<file path="src/rtl/core/wtnf_pkg.sv">
// ----------------------------------------------------------------------------
// wtnf_pkg: shared types and constants for the weekly timer next-fire ranker
// Table geometry, packed entry and token layouts, sequencer states and the
// next-firing calculation used by every cell.
// ----------------------------------------------------------------------------
`default_nettype none

package wtnf_pkg;

    localparam int MAX_TIMERS     = 16;
    localparam int SLOT_W         = $clog2(MAX_TIMERS);
    localparam int CNT_W          = $clog2(MAX_TIMERS + 1);
    localparam int MIN_W          = 14;
    localparam int TOD_W          = 11;
    localparam int DAY_MINUTES    = 24 * 60;
    localparam int WEEK_DAYS      = 7;

    // Field widths of the external channels.
    localparam int SLOT_FIELD_W   = 4;
    localparam int CNT_FIELD_W    = 5;
    localparam int RANK_FIELD_W   = 5;

    localparam logic CMD_WRITE    = 1'b0;
    localparam logic CMD_EVAL     = 1'b1;

    typedef struct packed {
        logic       enable;
        logic [6:0] days;
        logic [4:0] hour;
        logic [5:0] minute;
    } entry_t;

    typedef struct packed {
        logic [2:0] weekday;
        logic [4:0] hour;
        logic [5:0] minute;
    } now_t;

    // Token circulating around the ring during ranking.
    typedef struct packed {
        logic              valid;
        logic [MIN_W-1:0]  minutes;
        logic [SLOT_W-1:0] idx;
    } tok_t;

    typedef struct packed {
        logic             scheduled;
        logic [MIN_W-1:0] minutes;
        logic [CNT_W-1:0] rank;
    } res_t;

    typedef struct packed {
        logic wr;
        logic calc;
        logic shift;
    } ctrl_t;

    typedef enum logic [1:0] {
        ST_IDLE,
        ST_CALC,
        ST_RANK,
        ST_EMIT
    } state_t;

    // Minutes until the timer next fires, saturated at zero.
    function automatic logic [MIN_W-1:0] fire_minutes(entry_t e, now_t n);
        logic [TOD_W-1:0]  tmin;
        logic [TOD_W-1:0]  nmin;
        logic signed [14:0] d;
        logic signed [14:0] v;
        logic [2:0]        w;
        logic [3:0]        sum;
        logic [2:0]        day;
        logic              found;
        tmin  = TOD_W'(e.hour) * TOD_W'(60) + TOD_W'(e.minute);
        nmin  = TOD_W'(n.hour) * TOD_W'(60) + TOD_W'(n.minute);
        d     = $signed({4'b0000, tmin}) - $signed({4'b0000, nmin});
        w     = (n.weekday == 3'd7) ? 3'd0 : n.weekday;
        v     = '0;
        found = 1'b0;
        if (e.days == 7'd0)
        begin
            v = d;
            if (v < 0)
            begin
                v = v + $signed(15'(DAY_MINUTES));
            end
        end
        else
        begin
            for (int k = 0; k <= WEEK_DAYS; k++)
            begin
                sum = {1'b0, w} + 4'(k);
                day = (sum >= 4'(WEEK_DAYS)) ? 3'(sum - 4'(WEEK_DAYS)) : sum[2:0];
                if (!found && e.days[day] && !(k == 0 && nmin > tmin))
                begin
                    v     = $signed(15'(k * DAY_MINUTES)) + d;
                    found = 1'b1;
                end
            end
        end
        if (v < 0)
        begin
            v = '0;
        end
        return v[MIN_W-1:0];
    endfunction

endpackage

`default_nettype wire

</file>
<file path="src/rtl/core/wtnf_if.sv">
// ----------------------------------------------------------------------------
// wtnf_if: request and result channels of the timer ranker
// Valid/ready channels; one transfer when valid and ready are both high.
// ----------------------------------------------------------------------------
`default_nettype none

interface wtnf_req_if;
    logic       valid;
    logic       ready;
    logic       command;
    logic [3:0] slot;
    logic       timer_enable;
    logic [6:0] timer_days;
    logic [4:0] timer_hour;
    logic [5:0] timer_minute;
    logic [2:0] now_weekday;
    logic [4:0] now_hour;
    logic [5:0] now_minute;

    modport source (
        output valid, command, slot, timer_enable, timer_days, timer_hour,
               timer_minute, now_weekday, now_hour, now_minute,
        input  ready
    );
    modport sink (
        input  valid, command, slot, timer_enable, timer_days, timer_hour,
               timer_minute, now_weekday, now_hour, now_minute,
        output ready
    );
endinterface

interface wtnf_res_if;
    logic        valid;
    logic        ready;
    logic [3:0]  result_slot;
    logic        scheduled;
    logic [13:0] minutes_until;
    logic [4:0]  rank;
    logic        last_result;

    modport source (
        output valid, result_slot, scheduled, minutes_until, rank, last_result,
        input  ready
    );
    modport sink (
        input  valid, result_slot, scheduled, minutes_until, rank, last_result,
        output ready
    );
endinterface

`default_nettype wire

</file>
<file path="src/rtl/core/wtnf_cell.sv">
// ----------------------------------------------------------------------------
// wtnf_cell: one timer slot of the ranking ring
// Holds the slot's entry and minutes; counts tokens that order ahead of it.
// ----------------------------------------------------------------------------
`default_nettype none

module wtnf_cell (
    input  logic                        clk,
    input  wtnf_pkg::ctrl_t             ctrl,
    input  logic                        wr_hit,
    input  wtnf_pkg::entry_t            wr_entry,
    input  wtnf_pkg::now_t              now,
    input  logic [wtnf_pkg::CNT_W-1:0]  count,
    input  logic [wtnf_pkg::SLOT_W-1:0] cell_index,
    input  wtnf_pkg::tok_t              tok_in,
    output wtnf_pkg::tok_t              tok_out,
    output wtnf_pkg::res_t              res
);
    import wtnf_pkg::*;

    entry_t           entry_reg;
    logic [MIN_W-1:0] minutes_reg;
    tok_t             tok_reg;
    logic [CNT_W-1:0] beats_reg;
    logic [MIN_W-1:0] minutes_calc;
    logic             beat;

    assign minutes_calc = fire_minutes(entry_reg, now);

    // Token ahead of us: smaller minutes, or equal minutes and lower slot.
    assign beat = tok_reg.valid &&
                  ((tok_reg.minutes < minutes_reg) ||
                   (tok_reg.minutes == minutes_reg && tok_reg.idx < cell_index));

    always_ff @(posedge clk)
    begin
        if (ctrl.wr && wr_hit)
        begin
            entry_reg <= wr_entry;
        end
        if (ctrl.calc)
        begin
            minutes_reg     <= minutes_calc;
            tok_reg.valid   <= entry_reg.enable && (CNT_W'(cell_index) < count);
            tok_reg.minutes <= minutes_calc;
            tok_reg.idx     <= cell_index;
            beats_reg       <= '0;
        end
        else if (ctrl.shift)
        begin
            tok_reg <= tok_in;
            if (beat)
            begin
                beats_reg <= beats_reg + CNT_W'(1);
            end
        end
    end

    assign tok_out       = tok_reg;
    assign res.scheduled = entry_reg.enable;
    assign res.minutes   = entry_reg.enable ? minutes_reg : '0;
    assign res.rank      = entry_reg.enable ? (beats_reg + CNT_W'(1)) : '0;

endmodule

`default_nettype wire

</file>
<file path="src/rtl/core/weekly_timer_next_fire_ranker_unit.sv">
// ----------------------------------------------------------------------------
// weekly_timer_next_fire_ranker_unit: weekly switching-timer next-fire ranker
// Timer table in a ring of cells; evaluates and ranks timers against now.
// ----------------------------------------------------------------------------
// A write request (command 0) stores one timer slot and produces no
// result; the request channel is ready again on the next cycle.
// An evaluate request (command 1) first computes every slot's minutes
// until next firing; then the slot tokens travel once around the ring of
// cells so each cell counts how many enabled, in-use timers fire before
// it (ties go to the lower slot). Results then leave in slot order, one
// per cycle when the sink is ready. No request is taken from an accepted
// evaluate until its last result is loaded into the output register.
// timers_in_use above 16 counts as 16; with zero slots in use an
// evaluation returns nothing. Reading a slot that was never written
// gives undefined fields.
// ----------------------------------------------------------------------------
`default_nettype none

module weekly_timer_next_fire_ranker_unit (
    input  logic                             clk,
    input  logic                             rst_n,
    input  logic                             cfg_wr_en,
    input  logic [wtnf_pkg::CNT_FIELD_W-1:0] cfg_wr_data,
    wtnf_req_if.sink                         request,
    wtnf_res_if.source                       result
);
    import wtnf_pkg::*;

    // Control registers
    state_t                 state_reg,  state_next;
    logic [CNT_FIELD_W-1:0] timers_in_use_reg;
    logic [SLOT_W-1:0]      rank_cnt_reg;
    logic [CNT_W-1:0]       emit_idx_reg;
    logic                   out_valid_reg;

    // Payload registers
    now_t                   now_reg;
    logic [SLOT_W-1:0]      out_slot_reg;
    logic                   out_sched_reg;
    logic [MIN_W-1:0]       out_min_reg;
    logic [CNT_W-1:0]       out_rank_reg;
    logic                   out_last_reg;

    ctrl_t                  ctrl;
    logic                   load_out;
    logic                   emit_last;
    logic [CNT_W-1:0]       count;
    entry_t                 wr_entry;
    logic [MAX_TIMERS-1:0]  wr_hit;
    tok_t                   tok [MAX_TIMERS];
    res_t                   cell_res [MAX_TIMERS];
    res_t                   sel_res;

    // Saturate the slot count to the table size
    assign count = (timers_in_use_reg > CNT_FIELD_W'(MAX_TIMERS)) ?
                   CNT_W'(MAX_TIMERS) : CNT_W'(timers_in_use_reg);

    assign wr_entry.enable = request.timer_enable;
    assign wr_entry.days   = request.timer_days;
    assign wr_entry.hour   = request.timer_hour;
    assign wr_entry.minute = request.timer_minute;

    assign emit_last = (emit_idx_reg + CNT_W'(1)) == count;
    assign sel_res   = cell_res[emit_idx_reg[SLOT_W-1:0]];

    // Ring of cells: each cell takes its neighbor's token every rank cycle
    for (genvar i = 0; i < MAX_TIMERS; i++)
    begin : g_cell
        assign wr_hit[i] = (32'(request.slot) == i);

        wtnf_cell u_cell (
            .clk        (clk),
            .ctrl       (ctrl),
            .wr_hit     (wr_hit[i]),
            .wr_entry   (wr_entry),
            .now        (now_reg),
            .count      (count),
            .cell_index (SLOT_W'(i)),
            .tok_in     (tok[(i + 1) % MAX_TIMERS]),
            .tok_out    (tok[i]),
            .res        (cell_res[i])
        );
    end

    // Sequencer: next state and strobes
    always_comb
    begin
        state_next    = state_reg;
        ctrl          = '0;
        load_out      = 1'b0;
        request.ready = 1'b0;
        unique case (state_reg)
            ST_IDLE:
            begin
                request.ready = 1'b1;
                if (request.valid)
                begin
                    if (request.command == CMD_WRITE)
                    begin
                        ctrl.wr = 1'b1;
                    end
                    else if (count != '0)
                    begin
                        state_next = ST_CALC;
                    end
                end
            end
            ST_CALC:
            begin
                ctrl.calc  = 1'b1;
                state_next = ST_RANK;
            end
            ST_RANK:
            begin
                ctrl.shift = 1'b1;
                if (rank_cnt_reg == SLOT_W'(MAX_TIMERS - 1))
                begin
                    state_next = ST_EMIT;
                end
            end
            ST_EMIT:
            begin
                // Refill the output register when empty or being drained
                if (!out_valid_reg || result.ready)
                begin
                    load_out = 1'b1;
                    if (emit_last)
                    begin
                        state_next = ST_IDLE;
                    end
                end
            end
            default:
            begin
                state_next = ST_IDLE;
            end
        endcase
    end

    always_ff @(posedge clk or negedge rst_n)
    begin
        if (!rst_n)
        begin
            state_reg         <= ST_IDLE;
            timers_in_use_reg <= '0;
            rank_cnt_reg      <= '0;
            emit_idx_reg      <= '0;
            out_valid_reg     <= 1'b0;
        end
        else
        begin
            state_reg <= state_next;
            if (cfg_wr_en)
            begin
                timers_in_use_reg <= cfg_wr_data;
            end
            if (ctrl.calc)
            begin
                rank_cnt_reg <= '0;
                emit_idx_reg <= '0;
            end
            else
            begin
                if (ctrl.shift)
                begin
                    rank_cnt_reg <= rank_cnt_reg + SLOT_W'(1);
                end
                if (load_out)
                begin
                    emit_idx_reg <= emit_idx_reg + CNT_W'(1);
                end
            end
            if (load_out)
            begin
                out_valid_reg <= 1'b1;
            end
            else if (result.ready)
            begin
                out_valid_reg <= 1'b0;
            end
        end
    end

    // Payload capture: current time on an evaluate transfer, result on load
    always_ff @(posedge clk)
    begin
        if (request.valid && request.ready && request.command == CMD_EVAL)
        begin
            now_reg.weekday <= request.now_weekday;
            now_reg.hour    <= request.now_hour;
            now_reg.minute  <= request.now_minute;
        end
        if (load_out)
        begin
            out_slot_reg  <= emit_idx_reg[SLOT_W-1:0];
            out_sched_reg <= sel_res.scheduled;
            out_min_reg   <= sel_res.minutes;
            out_rank_reg  <= sel_res.rank;
            out_last_reg  <= emit_last;
        end
    end

    assign result.valid         = out_valid_reg;
    assign result.result_slot   = SLOT_FIELD_W'(out_slot_reg);
    assign result.scheduled     = out_sched_reg;
    assign result.minutes_until = out_min_reg;
    assign result.rank          = RANK_FIELD_W'(out_rank_reg);
    assign result.last_result   = out_last_reg;

endmodule

`default_nettype wire

</file>
<file path="src/flat_wrapper.sv">
// flat-port wrapper written by rule: the top's interface ports become plain ports
module weekly_timer_next_fire_ranker_unit_flat import wtnf_pkg::*;
  (clk, rst_n, cfg_wr_en, cfg_wr_data, request_valid, request_command, request_slot, request_timer_enable, request_timer_days, request_timer_hour, request_timer_minute, request_now_weekday, request_now_hour, request_now_minute, request_ready, result_valid, result_result_slot, result_scheduled, result_minutes_until, result_rank, result_last_result, result_ready);
  wtnf_req_if request_i ();
  wtnf_res_if result_i ();
  input  logic clk;
  input  logic rst_n;
  input  logic cfg_wr_en;
  input  logic [wtnf_pkg::CNT_FIELD_W-1:0] cfg_wr_data;
  input wire logic [$bits(request_i.valid)-1:0] request_valid;
  input wire logic [$bits(request_i.command)-1:0] request_command;
  input wire logic [$bits(request_i.slot)-1:0] request_slot;
  input wire logic [$bits(request_i.timer_enable)-1:0] request_timer_enable;
  input wire logic [$bits(request_i.timer_days)-1:0] request_timer_days;
  input wire logic [$bits(request_i.timer_hour)-1:0] request_timer_hour;
  input wire logic [$bits(request_i.timer_minute)-1:0] request_timer_minute;
  input wire logic [$bits(request_i.now_weekday)-1:0] request_now_weekday;
  input wire logic [$bits(request_i.now_hour)-1:0] request_now_hour;
  input wire logic [$bits(request_i.now_minute)-1:0] request_now_minute;
  output wire logic [$bits(request_i.ready)-1:0] request_ready;
  output wire logic [$bits(result_i.valid)-1:0] result_valid;
  output wire logic [$bits(result_i.result_slot)-1:0] result_result_slot;
  output wire logic [$bits(result_i.scheduled)-1:0] result_scheduled;
  output wire logic [$bits(result_i.minutes_until)-1:0] result_minutes_until;
  output wire logic [$bits(result_i.rank)-1:0] result_rank;
  output wire logic [$bits(result_i.last_result)-1:0] result_last_result;
  input wire logic [$bits(result_i.ready)-1:0] result_ready;
  assign request_i.valid = request_valid;
  assign request_i.command = request_command;
  assign request_i.slot = request_slot;
  assign request_i.timer_enable = request_timer_enable;
  assign request_i.timer_days = request_timer_days;
  assign request_i.timer_hour = request_timer_hour;
  assign request_i.timer_minute = request_timer_minute;
  assign request_i.now_weekday = request_now_weekday;
  assign request_i.now_hour = request_now_hour;
  assign request_i.now_minute = request_now_minute;
  assign request_ready = request_i.ready;
  assign result_valid = result_i.valid;
  assign result_result_slot = result_i.result_slot;
  assign result_scheduled = result_i.scheduled;
  assign result_minutes_until = result_i.minutes_until;
  assign result_rank = result_i.rank;
  assign result_last_result = result_i.last_result;
  assign result_i.ready = result_ready;
  weekly_timer_next_fire_ranker_unit u_core (.clk(clk), .rst_n(rst_n), .cfg_wr_en(cfg_wr_en), .cfg_wr_data(cfg_wr_data), .request(request_i), .result(result_i));
endmodule
</file>
<file path="config.mk">
export PLATFORM = sky130hd
export DESIGN_NAME = weekly_timer_next_fire_ranker_unit_flat
export DESIGN_NICKNAME = d
export VERILOG_FILES = /design/src/rtl/core/wtnf_pkg.sv /design/src/rtl/core/wtnf_if.sv /design/src/rtl/core/wtnf_cell.sv /design/src/rtl/core/weekly_timer_next_fire_ranker_unit.sv /design/src/flat_wrapper.sv
export SDC_FILE = /design/constraint.sdc
export NUM_CORES = 2
export LEC_CHECK = 0
export BUFFER_PORTS_ARGS = -buffer_cell sky130_fd_sc_hd__buf_2
export CAP_MARGIN = 20
export CELL_PAD_IN_SITES_DETAIL_PLACEMENT = 0
export CELL_PAD_IN_SITES_GLOBAL_PLACEMENT = 2
export CORE_ASPECT_RATIO = 0.7
export CORE_MARGIN = 8
export CORE_UTILIZATION = 38
export CTS_CLUSTER_DIAMETER = 100
export CTS_CLUSTER_SIZE = 40
export DETAILED_ROUTE_END_ITERATION = 10
export PLACE_DENSITY = 0.84
export SLEW_MARGIN = 20
export SYNTH_ARGS = -nofsm -noshare
export SYNTH_HDL_FRONTEND = slang
export SYNTH_SLANG_ARGS = --single-unit
</file>
<file path="constraint.sdc">
create_clock -name clk -period 7.4 [get_ports clk]
set_clock_uncertainty 0.15 [all_clocks]
set_input_delay 1.11 -clock clk [delete_from_list [all_inputs] [get_ports clk]]
set_output_delay 1.11 -clock clk [all_outputs]
set_load 0.02 [all_outputs]
</file>
==> summary.md <==
| Metric | Value |
|---|---|
| Layout cells sized above 1 | 14.0% |
| First-pass GRT wire length | 633000 µm |
| # Max-Cap Violations | 0 |
| Setup WS pre-CTS | -227 ps |
| Top_reg_cell synth | edfxtp_1 |
| GRT busiest layer | met1 |
| Nets | 12400 |
| Gpl congestion | 1.07 |
| CP most frequent cell | buf_4 |
| Global Route Usage Sum | 31.8% |
| Clk_lat worst skew | 810 ps |
| Post-DR vias/cell | 6.28 |
| Synth Area in Adders | 15.2% |
| Final setup viols | 0 |
| Final wirelength | 451000 µm |
| Area grow syn2layout | 12.9% |
| Synthesized area | 0.0966 mm² |
| CP Launch Type | register |
| M2 GR Usage | 40.7% |
| Post-synthesis simple-gate area fraction | 15.5% |
| Final hold slack | 95.7 ps |
| Critical path endpoint category | register |
| Synth unique cells | 148 |
| Worst reg2reg setup slack | 130 ps |
| Synthesized Nets | 11900 |
| Core area | 0.254 mm² |
| GRT overflow | 0 |
| Longest Clk Path Bufs | 3 |
| FF+latch count, synth | 968 |
| Top cells by area, synth | edfxtp_1 (25%), ha_1 (12%), xnor2_1 (4.1%) |
| Average cell area after synthesis | 8.95 µm² |
| Worst setup margin | 126 ps |
| CP max FO | 13 |
| Die height | 438 µm |
| PortBufs | 74 |
| Detail Route Antenna Nets | 0 |
| Pre-Repair DR Iteration Count | 8 |
| CTS Root Cell | clkbuf_16 |
| Worst slew margin | 11.7% |
| CTS Sinks | 968 |
| H-tree Lvls | 2 |
| CP Data Arrival Time | 7680 ps |
| R2R cell count | 25 |
| Delay-heaviest family, CP | compound AO/OA/AOI/OAI gates |
| Fin. max-slew vios | 0 |
| Max Freq | 137 MHz |
| Non-Filler Instances | 14700 |
| Initial DRC count | 13700 |
| Highest cell delay on the worst timing path | 710 ps |
| Post-synth EDFFs | 807 |
| Critical Path RT | 7810 ps |
| Compound-cell area share of the yosys netlist | 22.9% |
| Max FFs per register | 304 |
| Type of the tightest min-delay check | in2async |
| Tightest Pin Transition | 1310 ps |
| Total CTS buffers | 49 |
| Main combinational cell family by area after synthesis | compound AO/OA/AOI/OAI gates |
| Vias | 92600 |
| Ports | 75 |
| CP bufs+invs | 7 |
| Cell count after synthesis | 10800 |
| Initial antenna violation count | 38 |
| Row Count | 155 |
| Register area share after synthesis | 28.5% |
| R2R Path Start | u_core.now_reg[9] |
| Share of the synthesized area in the top cell type | 25.1% |
| Number of global-route vias before repair | 85500 |
| Mux share of post-synthesis cell area | 5.22% |
| Largest net degree at the start of global routing | 185 |
| CTS tree | yes |
| Met1 GRT Util | 47.3% |
| Starting Density | 38.1% |
| Yosys warnings | 0 |
| WS Path Type | reg2reg |
| Slowest cell on crit path | a222oi_1 |
| Tcrit/Tclk final | 98.3% |
| Hpwl dp | 356000 µm |
| Dpl cells | 14600 |
| Area leader, netlist | edfxtp_1 |
| Die area | 0.271 mm² |
| Die X | 619 µm |
| Final hold viol count | 0 |
| R2r endpoint | u_core.g_cell[7].u_cell.tok_out[13] |
| Wire per inst | 30.6 µm |
| Xor/xnor share of the synthesized area | 6.63% |
| Clock transition at the registers of the reported paths | 150 ps |
| DRC errors left | 0 |
| Hold_buf cts | 0 |
| Min Clock Period, post-route | 7270 ps |
| Ys async rst share | 1.76% |
| Met3 Resource Use GR | 12.1% |
| Status | finished, final reports clean |
## per-layer routing
layer / share of wire [%] / routed length, µm
met3: 15 / 66800
met4: 4.1 / 18600
met1: 44 / 201000
met5: 0.020 / 89
met2: 37 / 165000
## worst max-delay path by stage
stage	from	end	slack, ps	cells past startpoint
global route	u_core.now_reg[6]	u_core.g_cell[8].u_cell.tok_out[14]	-2	28
finish	u_core.now_reg[9]	u_core.g_cell[7].u_cell.tok_out[13]	130	25
CTS	u_core.now_reg[6]	u_core.g_cell[8].u_cell.tok_out[12]	40	27
global placement	u_core.now_reg[6]	u_core.g_cell[8].u_cell.tok_out[4]	-320	29
detailed placement	u_core.now_reg[6]	u_core.g_cell[8].u_cell.tok_out[4]	-230	29
floorplan	u_core.now_reg[6]	u_core.g_cell[9].u_cell.tok_out[6]	40	22
## repair_timing
| item | in CTS | in global routing |
|---|---|---|
| resized for setup | 1 | 46 |
| setup endpoints to repair | 9 | 173 |
| pin swaps | 0 | 2 |
| buffers inserted | 0 | 6 |
## synth_stat cells (51+ instances only)
master    number
mux4_2        66
fa_1         153
and3_1       104
nor4_1        69
a22oi_1      112
o21ai_0      602
nor2_1       781
mux2i_1      278
edfxtp_1     807
nor3_1       215
o21a_1       150
a21o_1       149
or3_1         65
o31ai_1       77
ha_1         924
nand4_1      106
mux2_2        51
o211ai_1     127
a211oi_1      82
o22ai_1      117
buf_2        135
xor2_1       162
a22o_1       188
nand2b_1     136
dfxtp_1      144
nand3_1      228
a31oi_1      102
clkbuf_1     380
a21oi_1      635
inv_1        828
o221ai_1      53
nand2_1      809
xnor2_1      452
a221oi_1     196
nor2b_1      168
a21boi_0      52
and2_1       131
## cell type report
type | count | area (µm²)
Fill cell | 24800 | 145000
Multi-Input combinational cell | 8391 | 63900
Sequential cell | 968 | 27500
Timing Repair Buffer | 1048 | 8090
Tap cell | 3375 | 4220
Inverter | 853 | 3220
Clock buffer | 55 | 1280
Clock inverter | 36 | 807
Antenna cell | 19 | 47.5
## through the flow
stage          setup TNS (ps)  util (%)  instance area (µm²)
2_1_floorplan               0         -                96700
3_3_place_gp            -2550      42.0               107000
3_5_place_dp            -1400      42.0               107000
4_1_cts                     0      42.8               109000
5_1_grt                 -5.81      43.0               109000
6_report                    0      43.0               109000
## logic make-up (layout without fill, tap and decap cells)
kind of cell | count (synthesis) | after routing
AO/OA/AOI/OAI | 3198 | 3198
AND/OR/NAND/NOR | 3033 | 3033
buffers and inverters | 1440 | 1992
adder cells (fa/ha/maj) | 1086 | 1086
flip-flops | 968 | 968
XOR/XNOR | 665 | 665
multiplexers | 409 | 409
other | 0 | 19
## cells in the final DEF, fill, tap and decap left out, types with 149 or more instances in the layout
master,count
a21o_1,149
a21oi_1,627
a221oi_1,195
a22o_1,188
buf_4,942
edfxtp_1,807
fa_1,153
ha_1,921
inv_1,826
mux2i_1,278
nand2_1,808
nand3_1,227
nor2_1,762
nor2b_1,165
nor3_1,205
o21a_1,149
o21ai_0,587
xnor2_1,443
xor2_1,160
Power is not shown: default switching activity piles up to over one toggle a cycle in this logic, so the estimate is an artifact.
